**config.mk**
```make
export PLATFORM = sky130hd
export DESIGN_NAME = bitmap_font_glyph_layout
export DESIGN_NICKNAME = d
export VERILOG_FILES = /design/src/bfgl_pkg.sv /design/src/bfgl_ctrl.sv /design/src/bfgl_datapath.sv /design/src/bitmap_font_glyph_layout.sv
export SDC_FILE = /design/constraint.sdc
export NUM_CORES = 2
export LEC_CHECK = 0
export BUFFER_PORTS_ARGS = -buffer_cell sky130_fd_sc_hd__buf_2
export CAP_MARGIN = 20
export CORE_UTILIZATION = 45
export DETAILED_ROUTE_END_ITERATION = 8
export PLACE_DENSITY = 0.71
export SKIP_LAST_GASP = 1
export SLEW_MARGIN = 20
export SYNTH_ARGS = -nofsm -noshare
export SYNTH_HDL_FRONTEND = slang
export SYNTH_SLANG_ARGS = --single-unit
```
**constraint.sdc**
```tcl
create_clock -name aclk -period 5.4 [get_ports aclk]
set_clock_uncertainty 0.15 [all_clocks]
set_input_delay 0.81 -clock aclk [delete_from_list [all_inputs] [get_ports aclk]]
set_output_delay 0.81 -clock aclk [all_outputs]
set_load 0.02 [all_outputs]
```
**src/bfgl_pkg.sv**
```systemverilog
`timescale 1ns / 1ps
// ----------------------------------------------------------------------------
// bfgl_pkg
// Shared types and constants for the bitmap font glyph layout block.
// ----------------------------------------------------------------------------
package bfgl_pkg;

    localparam int GLYPH_COUNT_DEF = 256;
    localparam int COORD_BITS_DEF  = 16;

    localparam int FIELD_W    = 16;   // width of every result field
    localparam int CFG_DATA_W = 12;
    localparam int CFG_IDX_W  = 3;
    localparam int S_TDATA_W  = 56;
    localparam int M_TDATA_W  = 96;
    localparam int DIV_STEPS  = 8;
    localparam int CNT_W      = $clog2(DIV_STEPS);

    localparam logic [7:0] NEWLINE_CODE = 8'd10;

    // opcodes
    localparam logic [1:0] OP_LOAD_WIDTH = 2'd0;
    localparam logic [1:0] OP_START      = 2'd1;
    localparam logic [1:0] OP_PLACE      = 2'd2;

    // configuration register indexes
    localparam logic [CFG_IDX_W-1:0] REG_FIRST_GLYPH  = 3'd0;
    localparam logic [CFG_IDX_W-1:0] REG_CELL_WIDTH   = 3'd1;
    localparam logic [CFG_IDX_W-1:0] REG_CELL_HEIGHT  = 3'd2;
    localparam logic [CFG_IDX_W-1:0] REG_GRID_COLUMNS = 3'd3;
    localparam logic [CFG_IDX_W-1:0] REG_SCALE_X      = 3'd4;
    localparam logic [CFG_IDX_W-1:0] REG_SCALE_Y      = 3'd5;
    localparam logic [CFG_IDX_W-1:0] REG_KERNING      = 3'd6;

    // reset values of the configuration registers
    localparam logic [7:0]  RST_FIRST_GLYPH  = 8'd32;
    localparam logic [7:0]  RST_CELL_WIDTH   = 8'd16;
    localparam logic [7:0]  RST_CELL_HEIGHT  = 8'd16;
    localparam logic [7:0]  RST_GRID_COLUMNS = 8'd16;
    localparam logic [11:0] RST_SCALE        = 12'd256;
    localparam logic [7:0]  RST_KERNING      = 8'd0;

    typedef enum logic [2:0] {
        KIND_IGNORE,
        KIND_LOAD,
        KIND_START,
        KIND_NEWLINE,
        KIND_GLYPH
    } item_kind_t;

    typedef enum logic [2:0] {
        ST_IDLE,
        ST_DECODE,
        ST_DIV,
        ST_MUL,
        ST_PEN,
        ST_EMIT
    } ctrl_state_t;

    typedef struct packed {
        logic latch_in;
        logic tbl_wr;
        logic load_start;
        logic div_init;
        logic div_step;
        logic mul_en;
        logic newline_upd;
        logic emit;
    } dp_cmd_t;

    typedef struct packed {
        item_kind_t kind;
        logic       out_free;
    } dp_status_t;

endpackage

```
**src/bfgl_ctrl.sv**
```systemverilog
`timescale 1ns / 1ps
// ----------------------------------------------------------------------------
// bfgl_ctrl
// Sequencer: accepts one item, steps the datapath through decode and, as the
// item needs, divide, multiply and result/pen update, then returns to idle.
// ----------------------------------------------------------------------------
module bfgl_ctrl (
    input  logic                 aclk,
    input  logic                 aresetn,
    input  logic                 s_tvalid,
    output logic                 s_tready,
    input  bfgl_pkg::dp_status_t status,
    output bfgl_pkg::dp_cmd_t    cmd
);

    bfgl_pkg::ctrl_state_t state_reg, state_next;
    logic [bfgl_pkg::CNT_W-1:0] cnt_reg, cnt_next;

    always_ff @(posedge aclk) begin
        if (!aresetn) begin
            state_reg <= bfgl_pkg::ST_IDLE;
            cnt_reg   <= '0;
        end else begin
            state_reg <= state_next;
            cnt_reg   <= cnt_next;
        end
    end

    always_comb begin
        state_next = state_reg;
        cnt_next   = cnt_reg;
        cmd        = '0;
        s_tready   = 1'b0;
        case (state_reg)
            bfgl_pkg::ST_IDLE: begin
                s_tready = 1'b1;
                if (s_tvalid) begin
                    cmd.latch_in = 1'b1;
                    state_next   = bfgl_pkg::ST_DECODE;
                end
            end
            bfgl_pkg::ST_DECODE: begin
                case (status.kind)
                    bfgl_pkg::KIND_LOAD: begin
                        cmd.tbl_wr = 1'b1;
                        state_next = bfgl_pkg::ST_IDLE;
                    end
                    bfgl_pkg::KIND_START: begin
                        cmd.load_start = 1'b1;
                        state_next     = bfgl_pkg::ST_IDLE;
                    end
                    bfgl_pkg::KIND_NEWLINE: begin
                        state_next = bfgl_pkg::ST_MUL;
                    end
                    bfgl_pkg::KIND_GLYPH: begin
                        cmd.div_init = 1'b1;
                        cnt_next     = '0;
                        state_next   = bfgl_pkg::ST_DIV;
                    end
                    default: begin
                        state_next = bfgl_pkg::ST_IDLE;
                    end
                endcase
            end
            bfgl_pkg::ST_DIV: begin
                cmd.div_step = 1'b1;
                cnt_next     = cnt_reg + 1'b1;
                if (cnt_reg == bfgl_pkg::CNT_W'(bfgl_pkg::DIV_STEPS - 1)) begin
                    state_next = bfgl_pkg::ST_MUL;
                end
            end
            bfgl_pkg::ST_MUL: begin
                cmd.mul_en = 1'b1;
                if (status.kind == bfgl_pkg::KIND_NEWLINE) begin
                    state_next = bfgl_pkg::ST_PEN;
                end else begin
                    state_next = bfgl_pkg::ST_EMIT;
                end
            end
            bfgl_pkg::ST_PEN: begin
                cmd.newline_upd = 1'b1;
                state_next      = bfgl_pkg::ST_IDLE;
            end
            bfgl_pkg::ST_EMIT: begin
                // hold until the output register can take the result
                if (status.out_free) begin
                    cmd.emit   = 1'b1;
                    state_next = bfgl_pkg::ST_IDLE;
                end
            end
            default: begin
                state_next = bfgl_pkg::ST_IDLE;
            end
        endcase
    end

endmodule

```
**src/bfgl_datapath.sv**
```systemverilog
`timescale 1ns / 1ps
// ----------------------------------------------------------------------------
// bfgl_datapath
// Configuration registers, width table, restoring divider, products, pen
// registers with saturation and the output register.
// ----------------------------------------------------------------------------
module bfgl_datapath #(
    parameter int GLYPH_COUNT = bfgl_pkg::GLYPH_COUNT_DEF,
    parameter int COORD_BITS  = bfgl_pkg::COORD_BITS_DEF
) (
    input  logic                                aclk,
    input  logic                                aresetn,
    input  logic                                cfg_we,
    input  logic [bfgl_pkg::CFG_IDX_W-1:0]      cfg_index,
    input  logic [bfgl_pkg::CFG_DATA_W-1:0]     cfg_data,
    input  logic [1:0]                          in_opcode,
    input  logic [7:0]                          in_char_code,
    input  logic [7:0]                          in_glyph_width,
    input  logic signed [bfgl_pkg::FIELD_W-1:0] in_start_x,
    input  logic signed [bfgl_pkg::FIELD_W-1:0] in_start_y,
    input  bfgl_pkg::dp_cmd_t                   cmd,
    output bfgl_pkg::dp_status_t                status,
    input  logic                                m_tready,
    output logic                                m_tvalid,
    output logic signed [bfgl_pkg::FIELD_W-1:0] out_dest_x,
    output logic signed [bfgl_pkg::FIELD_W-1:0] out_dest_y,
    output logic [bfgl_pkg::FIELD_W-1:0]        out_src_left,
    output logic [bfgl_pkg::FIELD_W-1:0]        out_src_top,
    output logic [bfgl_pkg::FIELD_W-1:0]        out_src_right,
    output logic [bfgl_pkg::FIELD_W-1:0]        out_src_bottom
);

    localparam int IDX_W = $clog2(GLYPH_COUNT);
    localparam int CW    = COORD_BITS;
    // wide enough for pen + kerning + largest advance, and for a 16-bit start
    localparam int SW    = ((CW > 14) ? CW : 14) + 2;
    localparam logic signed [SW-1:0] PEN_HI = SW'((64'sd1 <<< (CW - 1)) - 64'sd1);
    localparam logic signed [SW-1:0] PEN_LO = -PEN_HI - SW'(1);
    localparam logic [8:0] GLYPH_LIMIT = 9'(GLYPH_COUNT);

    // configuration
    logic [7:0]        first_glyph_reg, cell_width_reg, cell_height_reg, grid_cols_reg;
    logic [11:0]       scale_x_reg, scale_y_reg;
    logic signed [7:0] kerning_reg;

    // latched item
    logic [1:0]        op_reg;
    logic [7:0]        code_reg, gwidth_reg;
    logic signed [15:0] start_x_reg, start_y_reg;

    // width table
    logic [7:0] width_mem [GLYPH_COUNT];
    logic [7:0] width_rd_reg;

    // divider
    logic [7:0] rem_reg, quo_reg;
    logic [7:0] cols;
    logic [8:0] rem_shift;
    logic [8:0] rem_diff;

    // products
    logic [15:0] left_reg, top_reg;
    logic [11:0] dx_reg, dy_reg;
    logic [15:0] prod_left, prod_top;
    logic [19:0] prod_dx, prod_dy;

    // pen
    logic signed [CW-1:0] pen_x_reg, pen_y_reg, line_start_reg;
    logic signed [SW-1:0] pen_x_ext, pen_y_ext, adv_x_sum, adv_y_sum;

    logic out_valid_reg;
    logic in_range;

    function automatic logic signed [CW-1:0] sat_coord(input logic signed [SW-1:0] v);
        logic signed [SW-1:0] r;
        begin
            if (v > PEN_HI) begin
                r = PEN_HI;
            end else if (v < PEN_LO) begin
                r = PEN_LO;
            end else begin
                r = v;
            end
            return r[CW-1:0];
        end
    endfunction

    // configuration writes
    always_ff @(posedge aclk) begin
        if (!aresetn) begin
            first_glyph_reg <= bfgl_pkg::RST_FIRST_GLYPH;
            cell_width_reg  <= bfgl_pkg::RST_CELL_WIDTH;
            cell_height_reg <= bfgl_pkg::RST_CELL_HEIGHT;
            grid_cols_reg   <= bfgl_pkg::RST_GRID_COLUMNS;
            scale_x_reg     <= bfgl_pkg::RST_SCALE;
            scale_y_reg     <= bfgl_pkg::RST_SCALE;
            kerning_reg     <= bfgl_pkg::RST_KERNING;
        end else if (cfg_we) begin
            case (cfg_index)
                bfgl_pkg::REG_FIRST_GLYPH:  first_glyph_reg <= cfg_data[7:0];
                bfgl_pkg::REG_CELL_WIDTH:   cell_width_reg  <= cfg_data[7:0];
                bfgl_pkg::REG_CELL_HEIGHT:  cell_height_reg <= cfg_data[7:0];
                bfgl_pkg::REG_GRID_COLUMNS: grid_cols_reg   <= cfg_data[7:0];
                bfgl_pkg::REG_SCALE_X:      scale_x_reg     <= cfg_data;
                bfgl_pkg::REG_SCALE_Y:      scale_y_reg     <= cfg_data;
                bfgl_pkg::REG_KERNING:      kerning_reg     <= cfg_data[7:0];
                default: ;
            endcase
        end
    end

    // latch the accepted item
    always_ff @(posedge aclk) begin
        if (cmd.latch_in) begin
            op_reg      <= in_opcode;
            code_reg    <= in_char_code;
            gwidth_reg  <= in_glyph_width;
            start_x_reg <= in_start_x;
            start_y_reg <= in_start_y;
        end
    end

    // classify the latched item
    assign in_range = {1'b0, code_reg} < GLYPH_LIMIT;

    always_comb begin
        status.kind     = bfgl_pkg::KIND_IGNORE;
        status.out_free = !out_valid_reg || m_tready;
        case (op_reg)
            bfgl_pkg::OP_LOAD_WIDTH: begin
                if (in_range) status.kind = bfgl_pkg::KIND_LOAD;
            end
            bfgl_pkg::OP_START: begin
                status.kind = bfgl_pkg::KIND_START;
            end
            bfgl_pkg::OP_PLACE: begin
                if (code_reg == bfgl_pkg::NEWLINE_CODE) begin
                    status.kind = bfgl_pkg::KIND_NEWLINE;
                end else if (in_range && code_reg >= first_glyph_reg) begin
                    status.kind = bfgl_pkg::KIND_GLYPH;
                end
            end
            default: status.kind = bfgl_pkg::KIND_IGNORE;
        endcase
    end

    // width table: one write port, one registered read port
    always_ff @(posedge aclk) begin
        if (cmd.tbl_wr) begin
            width_mem[code_reg[IDX_W-1:0]] <= gwidth_reg;
        end
        width_rd_reg <= width_mem[code_reg[IDX_W-1:0]];
    end

    // restoring divide: offset / cols, one quotient bit per step
    assign cols      = (grid_cols_reg == 8'd0) ? 8'd1 : grid_cols_reg;
    assign rem_shift = {rem_reg, quo_reg[7]};
    assign rem_diff  = rem_shift - {1'b0, cols};

    always_ff @(posedge aclk) begin
        if (cmd.div_init) begin
            rem_reg <= '0;
            quo_reg <= code_reg - first_glyph_reg;
        end else if (cmd.div_step) begin
            if (rem_shift >= {1'b0, cols}) begin
                rem_reg <= rem_diff[7:0];
                quo_reg <= {quo_reg[6:0], 1'b1};
            end else begin
                rem_reg <= rem_shift[7:0];
                quo_reg <= {quo_reg[6:0], 1'b0};
            end
        end
    end

    // products, truncated Q4.8 scaling
    assign prod_left = cell_width_reg * rem_reg;
    assign prod_top  = cell_height_reg * quo_reg;
    assign prod_dx   = width_rd_reg * scale_x_reg;
    assign prod_dy   = cell_height_reg * scale_y_reg;

    always_ff @(posedge aclk) begin
        if (cmd.mul_en) begin
            left_reg <= prod_left;
            top_reg  <= prod_top;
            dx_reg   <= prod_dx[19:8];
            dy_reg   <= prod_dy[19:8];
        end
    end

    // pen arithmetic
    assign pen_x_ext = SW'(pen_x_reg);
    assign pen_y_ext = SW'(pen_y_reg);
    assign adv_x_sum = pen_x_ext + SW'(kerning_reg) + $signed(SW'(dx_reg));
    assign adv_y_sum = pen_y_ext + $signed(SW'(dy_reg));

    always_ff @(posedge aclk) begin
        if (!aresetn) begin
            pen_x_reg      <= '0;
            pen_y_reg      <= '0;
            line_start_reg <= '0;
        end else if (cmd.load_start) begin
            pen_x_reg      <= sat_coord(SW'(start_x_reg));
            pen_y_reg      <= sat_coord(SW'(start_y_reg));
            line_start_reg <= sat_coord(SW'(start_x_reg));
        end else if (cmd.newline_upd) begin
            pen_x_reg <= line_start_reg;
            pen_y_reg <= sat_coord(adv_y_sum);
        end else if (cmd.emit) begin
            pen_x_reg <= sat_coord(adv_x_sum);
        end
    end

    // output register
    always_ff @(posedge aclk) begin
        if (!aresetn) begin
            out_valid_reg <= 1'b0;
        end else if (cmd.emit) begin
            out_valid_reg <= 1'b1;
        end else if (m_tready) begin
            out_valid_reg <= 1'b0;
        end
    end

    always_ff @(posedge aclk) begin
        if (cmd.emit) begin
            out_dest_x     <= pen_x_ext[15:0];
            out_dest_y     <= pen_y_ext[15:0];
            out_src_left   <= left_reg;
            out_src_top    <= top_reg;
            out_src_right  <= left_reg + {8'd0, width_rd_reg};
            out_src_bottom <= top_reg + {8'd0, cell_height_reg};
        end
    end

    assign m_tvalid = out_valid_reg;

endmodule

```
**src/bitmap_font_glyph_layout.sv**
```systemverilog
`timescale 1ns / 1ps
// ----------------------------------------------------------------------------
// bitmap_font_glyph_layout
// Text layout for a grid-packed bitmap font: glyph width table, pen tracking
// and source cell rectangle per placed character.
// ----------------------------------------------------------------------------
// Usage:
//   s_ channel carries commands: load a glyph width, start a string at a pen
//   position, or place a character. A placed character in the font range
//   produces one m_ transfer with the destination pen and source rectangle;
//   newline, width loads, string starts and skipped codes produce none.
//   The user writes configuration via cfg_we/cfg_index/cfg_data only while idle;
//   the block itself does not enforce this.
// Timing:
//   One item at a time. Width loads and string starts pass accept and decode;
//   newline adds multiply and pen update; a placed glyph passes accept, decode/table
//   read, 8 steps of the bit-serial row/column divider, multiply and result. The
//   result lands in an output register, so the next item is accepted while it waits.
// Reset:
//   aresetn (synchronous, active low) clears the pen, the line start and the
//   channel state and restores register defaults. The width table is not
//   cleared. A stalled m_ side holds the result; a following glyph waits in
//   its result state until the output register frees up.
// ----------------------------------------------------------------------------
module bitmap_font_glyph_layout #(
    parameter int GLYPH_COUNT = bfgl_pkg::GLYPH_COUNT_DEF,
    parameter int COORD_BITS  = bfgl_pkg::COORD_BITS_DEF
) (
    input  logic                                 aclk,
    input  logic                                 aresetn,
    input  logic                                 cfg_we,
    input  logic [bfgl_pkg::CFG_IDX_W-1:0]       cfg_index,
    input  logic [bfgl_pkg::CFG_DATA_W-1:0]      cfg_data,
    input  logic                                 s_tvalid,
    output logic                                 s_tready,
    // opcode[1:0], char_code[9:2], glyph_width[17:10], start_x[33:18],
    // start_y[49:34], zero fill above
    input  logic [bfgl_pkg::S_TDATA_W-1:0]       s_tdata,
    output logic                                 m_tvalid,
    input  logic                                 m_tready,
    // dest_x[15:0], dest_y[31:16], src_left[47:32], src_top[63:48],
    // src_right[79:64], src_bottom[95:80]
    output logic [bfgl_pkg::M_TDATA_W-1:0]       m_tdata
);

    bfgl_pkg::dp_cmd_t    cmd;
    bfgl_pkg::dp_status_t status;

    logic signed [bfgl_pkg::FIELD_W-1:0] dest_x, dest_y;
    logic [bfgl_pkg::FIELD_W-1:0]        src_left, src_top, src_right, src_bottom;

    bfgl_ctrl u_ctrl (
        .aclk     (aclk),
        .aresetn  (aresetn),
        .s_tvalid (s_tvalid),
        .s_tready (s_tready),
        .status   (status),
        .cmd      (cmd)
    );

    bfgl_datapath #(
        .GLYPH_COUNT (GLYPH_COUNT),
        .COORD_BITS  (COORD_BITS)
    ) u_datapath (
        .aclk           (aclk),
        .aresetn        (aresetn),
        .cfg_we         (cfg_we),
        .cfg_index      (cfg_index),
        .cfg_data       (cfg_data),
        .in_opcode      (s_tdata[1:0]),
        .in_char_code   (s_tdata[9:2]),
        .in_glyph_width (s_tdata[17:10]),
        .in_start_x     (s_tdata[33:18]),
        .in_start_y     (s_tdata[49:34]),
        .cmd            (cmd),
        .status         (status),
        .m_tready       (m_tready),
        .m_tvalid       (m_tvalid),
        .out_dest_x     (dest_x),
        .out_dest_y     (dest_y),
        .out_src_left   (src_left),
        .out_src_top    (src_top),
        .out_src_right  (src_right),
        .out_src_bottom (src_bottom)
    );

    assign m_tdata = {src_bottom, src_right, src_top, src_left, dest_y, dest_x};

endmodule
```
## After elaboration in Yosys (flattened, before gate mapping)

Memory sizes are Yosys's and may differ from the RTL's. A register that Yosys moved wholly into a read port is not among the register bits.
Index checks and enable logic that the tools add are counted.

- Logic and storage cells: 141
- RAM bits: 2048
- Bits in latches: 0
- Input bits: 76
- Flip-flop bits (word level): 337
- Output and inout port bits: 98
- ROM bits: 0
- Memories: 1

- Divide/modulo/power cells: 0
- Muxes and demuxes: 45
- Bitwise logic cells: 0
- Order comparisons: 10
- Add/subtract/negate cells: 8
- Eq/ne operators: 23
- Reductions and logical operators: 20
- Multiply operators: 4
- Shift operators: 0

Memories:

| memory | depth | bits a word | read ports | clocked after Yosys merged registers in | write ports | line | source |
|---|---|---|---|---|---|---|---|
| u_datapath.width_mem | 256 | 8 | 1 | 1 | 1 | bfgl_datapath.sv:52 | `logic [7:0] width_mem [GLYPH_COUNT];` |

Operator list:

| cell | count |
|---|---|
| 2-to-1 mux 16 bit | 13 |
| multiplier 8 x 12 -> 20 bit | 2 |
| adder 16 x 8 -> 16 bit | 2 |
| greater-than comparator 16 bit, second input constant | 2 |
| < comparator 16 bit, second input constant | 2 |
| multiplier 8 x 8 -> 16 bit | 2 |
| 2-to-1 mux 8 bit | 4 |
| == test 3 bit, second input constant | 7 |
| 2-to-1 mux 3 bit | 7 |
| adder 17 x 13 -> 18 bit | 1 |
| == test 3 x 2 -> 1 bit, second input constant | 6 |
| greater-than comparator 18 x 16 -> 1 bit, second input constant | 1 |
| < comparator 18 x 16 -> 1 bit, second input constant | 1 |
| adder 16 x 13 -> 17 bit | 1 |
| adder 16 x 8 -> 17 bit | 1 |
| greater-than comparator 17 x 16 -> 1 bit, second input constant | 1 |
| < comparator 17 x 16 -> 1 bit, second input constant | 1 |
| 2-to-1 mux 1 bit | 17 |
| AND reduction 2 bit | 8 |
| subtractor 8 bit | 2 |
| one-hot mux 3 bit (5 select lines) | 1 |
| == test 3 x 1 -> 1 bit, second input constant | 3 |
| >= comparator 9 x 8 -> 1 bit | 1 |
| one-hot mux 3 bit (3 select lines) | 1 |
| 17 further kinds | 23 |

## Longest topological paths before layout

- Depth after elaboration: 9
- Mapped depth: 19
- Depth with buffers taken out: 18

## Cells and area by module

From an unflattened synthesis, not the netlist that was laid out.

- Cell total of the unflattened synthesis: 5773
- Area total of the unflattened synthesis: 103782.0 µm²

By module, submodules not included:

| module | area each (µm²) | cells an instance | sequential area each (µm²) | times used |
|---|---|---|---|---|
| bfgl_datapath | 103327.8 | 5720 | 70387.5 | 1 |
| bfgl_ctrl | 454.2 | 53 | 120.1 | 1 |

## Least setup slack after synthesis

OpenSTA, ideal clock, no wires.

- Kind: reg2reg
- From: register u_datapath.width_rd_reg[3], read port of u_datapath.width_mem
- To: register u_datapath.dx_reg[11], data pin
- Data required time: 4.990 ns
- Period minus slack after synthesis: 4.900 ns
- Setup time: 0.260 ns
- Slack: 0.500 ns
- Cell stages (with the launch flop): 18
- Arrival: 4.491 ns
- Buffers on the path: 1
- Cell sequence: dfxtp_1 > clkbuf_1 > and2_1 > fa_1 > fa_1 > fa_1 > inv_1 > fa_1 > inv_1 > ha_1 > a21o_1 > a21o_1 > a211oi_1 > o21ai_0 > a22o_1 > a211oi_1 > o21bai_1 > xnor2_1

- Cells in the longest elaborated chain, start to end: 1

RTL lines:

| item | line | source |
|---|---|---|
| from (decl) | bfgl_datapath.sv:53 | `logic [7:0] width_rd_reg;` |
| multiplier 8 x 12 -> 20 bit | bfgl_datapath.sv:178 | `assign prod_dx = width_rd_reg * scale_x_reg;` |
| named net u_datapath.prod_dx[19] | bfgl_datapath.sv:65 | `logic [19:0] prod_dx, prod_dy;` |
| to (signal assigned) | bfgl_datapath.sv:185 | `dx_reg <= prod_dx[19:8];` |
| to (decl) | bfgl_datapath.sv:63 | `logic [11:0] dx_reg, dy_reg;` |

The timed path passes the listed nets, and every way through them passes these cells.
A chain may end at the register's enable or synchronous reset.

## Final worst setup path

- From: register u_datapath.scale_y_reg[5]
- To: register u_datapath.dy_reg[11], data pin

- Cells in the longest elaborated chain, start to end: 1

RTL lines:

| item | line | source |
|---|---|---|
| from (decl) | bfgl_datapath.sv:43 | `logic [11:0] scale_x_reg, scale_y_reg;` |
| from (signal assigned) | bfgl_datapath.sv:96 | `scale_y_reg <= bfgl_pkg::RST_SCALE;` |
| from (signal assigned) | bfgl_datapath.sv:105 | `bfgl_pkg::REG_SCALE_Y: scale_y_reg <= cfg_data;` |
| multiplier 8 x 12 -> 20 bit | bfgl_datapath.sv:179 | `assign prod_dy = cell_height_reg * scale_y_reg;` |
| named net u_datapath.prod_dy[19] | bfgl_datapath.sv:65 |  |
| to (signal assigned) | bfgl_datapath.sv:186 | `dy_reg <= prod_dy[19:8];` |
| to (decl) | bfgl_datapath.sv:63 |  |

The timed path passes the listed nets, and every way through them passes these cells.

==> flow_metrics.tcl <==
set metrics [dict create \
    grt_use_total_pct 21.52 \
    slew_headroom_pct 21.12 \
    cpMaxStageDelayCell "dfxtp_1" \
    synth_edf_count 2258 \
    cts_sinks 2393 \
    worstMarginPinSlew_ns 1.180 \
    synthCells 5798 \
    p_leak_nw 39.29 \
    nets 6628 \
    maxSlewViolCount 0 \
    ys_seq_elements 2393 \
    wl_microns 249900 \
    place_hpwl_microns 156600 \
    die-area_sq_um 232100 \
    power_mw 40.18 \
    largest_reg_flops 2048 \
    dp.cells 8855 \
    layout-drive-gt1-share_pct 21.25 \
    synth_ff_type "edfxtp_1" \
    status "finished clean" \
    yosysTopAreaCell "edfxtp_1" \
    crit_buf_inv 2 \
    fin_cells 9360 \
    nFillCells 17860 \
    ys_types 69 \
    vias 54990 \
    netlist_area_sq_um 103600 \
    drc_errors 0 \
    fin_ws_ns 0.1385 \
    maxCapViolations 0 \
    final_common_cell "edfxtp_1" \
    crit_required_ns 5.92 \
    fmax_ghz 0.1901 \
    syn2layout_area_growth_pct 12.87 \
    start_util_pct 45.40 \
    final_util_pct 51.25 \
    ys_seq_area_share_pct 68.06 \
    die_w_microns 481.8 \
    yosysTopAreaCellShare_pct 65.46 \
    avgSynthCellArea_sq_um 17.87 \
    antenna_found_initial 12 \
    clock-root-buffer "clkbuf_16" \
    first_iter_violations 6436 \
    ys_warn_count 0 \
    critPathCaptureType "flop" \
    path_max_fanout 9 \
    setup.worst_path.class "flop to flop" \
    cpMostUsedCell "fa_1" \
    port-buffer-count 167 \
    mostFrequentLayoutCells "edfxtp_1, mux4_2, nand2_1" \
    hold_ws_ns 0.06934 \
    start_kind "flop" \
    clk_path_buf_depth 3 \
    arrival_ns 5.78 \
    grt_overflow 0 \
    synth_async_sr_flop_share_pct 0 \
    fin_crit_ns 5.262 \
    antenna_left 0 \
    gp_congestion 0.8820 \
    hold_viol 0 \
    ioPinCount 174 \
    routed_via_density 5.875 \
    wl_per_cell_microns 26.70 \
    tritoncts "built" \
    cts_buffers 233 \
    fin_crit_sh_pct 97.44 \
    hold_class "input pin to flop" \
    dieHeight_microns 481.8 \
    cts.htree.levels 4 \
    grt_max_degree 229 \
    pre_cts_ws_ns 0.1863 \
    synth_nets 6294 \
    cpLargestDelayFamily "adder cells" \
    clkLatencyLatePin_ns 0.90 \
    rows 175 \
    worst_path_largest_cell_delay_ns 0.59 \
    grt_pass1_vias 55270 \
    coreArea_sq_um 228200 \
    grt_pass1_wl_microns 367500 \
    cts.clk_slew.worst_paths_ns 0.06 \
    rsz0062_at_grt "true" \
    dr.pass1.iters 6 \
    vdd_drop_max_mv 0.3810 \
    synthTopCellsByArea "edfxtp_1, mux4_2, fa_1" \
    setup_viol 0 \
    crit_path_cell_trace "nand2_1, fa_1, fa_1, fa_1, fa_1, inv_1, ha_1, a21o_1, a221o_1, a41oi_1, o31ai_1, a21oi_1, buf_4, nor2_1, a211oi_1" \
    power_per_cell_area_nw_per_um2 343.6 \
]
==> power breakdown <==
part	total (mW)	internal, mW	leakage, nW	switching [mW]
sequential	20.6	20.4	21.4	0.126
clock	16.7	9.56	3.85	7.14
combinational	2.92	1.15	14.0	1.77
==> metrics by stage <==
| step | setup TNS [ns] | area, sq um |
|---|---|---|
| floorplan | 0 | 103600 |
| global placement | 0 | 108400 |
| detailed placement | 0 | 108400 |
| CTS | 0 | 116800 |
| global route | -0.06597 | 116900 |
| finish | 0 | 116900 |
==> worst paths after layout <==
| check | startpoint | endpoint | slack, ns | cells past startpoint |
|---|---|---|---|---|
| worst max register to register | u_datapath.scale_y_reg[5]$_SDFFE_PN0P_ | u_datapath.dy_reg[11]$_DFFE_PP_ | 0.14 | 15 |
| worst min-delay path | cfg_data[11] | u_datapath.scale_y_reg[11]$_SDFFE_PN0P_ | 0.07 | 3 |
| worst min register to register | u_datapath.line_start_reg[0]$_SDFFE_PN0P_ | u_datapath.line_start_reg[0]$_SDFFE_PN0P_ | 0.31 | 2 |
| worst max-delay path | u_datapath.scale_y_reg[5]$_SDFFE_PN0P_ | u_datapath.dy_reg[11]$_DFFE_PP_ | 0.14 | 15 |
==> cell usage after synthesis (6+ instances only) <==
library cell / count
or3_1: 8
a22o_1: 12
xnor2_1: 71
nand4_1: 12
nand2_1: 462
mux2i_1: 12
and2_1: 183
ha_1: 212
a21boi_0: 88
a31oi_1: 25
clkbuf_1: 178
o21a_1: 8
fa_1: 208
o31ai_1: 8
buf_6: 23
nor2b_1: 35
a21oi_1: 93
buf_4: 23
o22ai_1: 17
or2_2: 6
nor3_1: 20
a221oi_1: 9
nand2b_1: 17
buf_2: 42
a22oi_1: 53
nor2_1: 348
edfxtp_1: 2258
inv_1: 287
buf_1: 17
a32oi_1: 8
mux4_2: 626
o211ai_1: 20
a211oi_1: 12
dfxtp_1: 135
o21ai_0: 59
nand3_1: 65
mux2_2: 10
xor2_1: 28
and3_1: 9
a21o_1: 30
==> routing by layer <==
| metal | part of all wire, % | wire length (microns) | global-route usage (%) | vias up |
|---|---|---|---|---|
| met5 | 0.024 | 61 | 0 | - |
| met4 | 3.2 | 8057 | 7.170 | 8 |
| met3 | 9.1 | 22680 | 4.296 | 437 |
| met2 | 48 | 119600 | 34.37 | 2651 |
| met1 | 40 | 99530 | 29.64 | 28750 |
| li1 | - | - | - | 23140 |
==> final cells by class <==
cell class	instances	area [sq um]	area share (%)
sequential	2393	70510	60.30
multi-input combinational	2833	30690	26.25
clock buffer	289	6115	5.230
tap	3009	3765	3.220
timing repair buffer	382	2944	2.518
clock inverter	154	1783	1.525
inverter	289	1087	0.9299
antenna	11	27.53	0.02354
==> cell families after synthesis <==
family | share of synthesized area (%)
flops | 68.06
mux | 13.83
xor+xnor | 0.8370
fa+ha+maj | 6.580
simple gates | 5.072
buf+inv | 2.373
compound gates | 3.238
==> worst reg2reg max path, stage by stage (launching register included) <==
cell and delay, ns:
dfxtp_1 0.59, nand2_1 0.15, fa_1 0.53, fa_1 0.57
fa_1 0.46, fa_1 0.51, inv_1 0.04, ha_1 0.29
a21o_1 0.17, a221o_1 0.45, a41oi_1 0.34, o31ai_1 0.18
a21oi_1 0.23, buf_4 0.16, nor2_1 0.04, a211oi_1 0.17
==> what timing repair did <==
action                                  CTS  global route
hold endpoints to repair                 49             0
buffers inserted                          0             0
hold buffers                             49             0
endpoints found under the setup margin    0             3
gates resized for setup                   0             2
No activity file was read; power rests on OpenSTA's default activity.
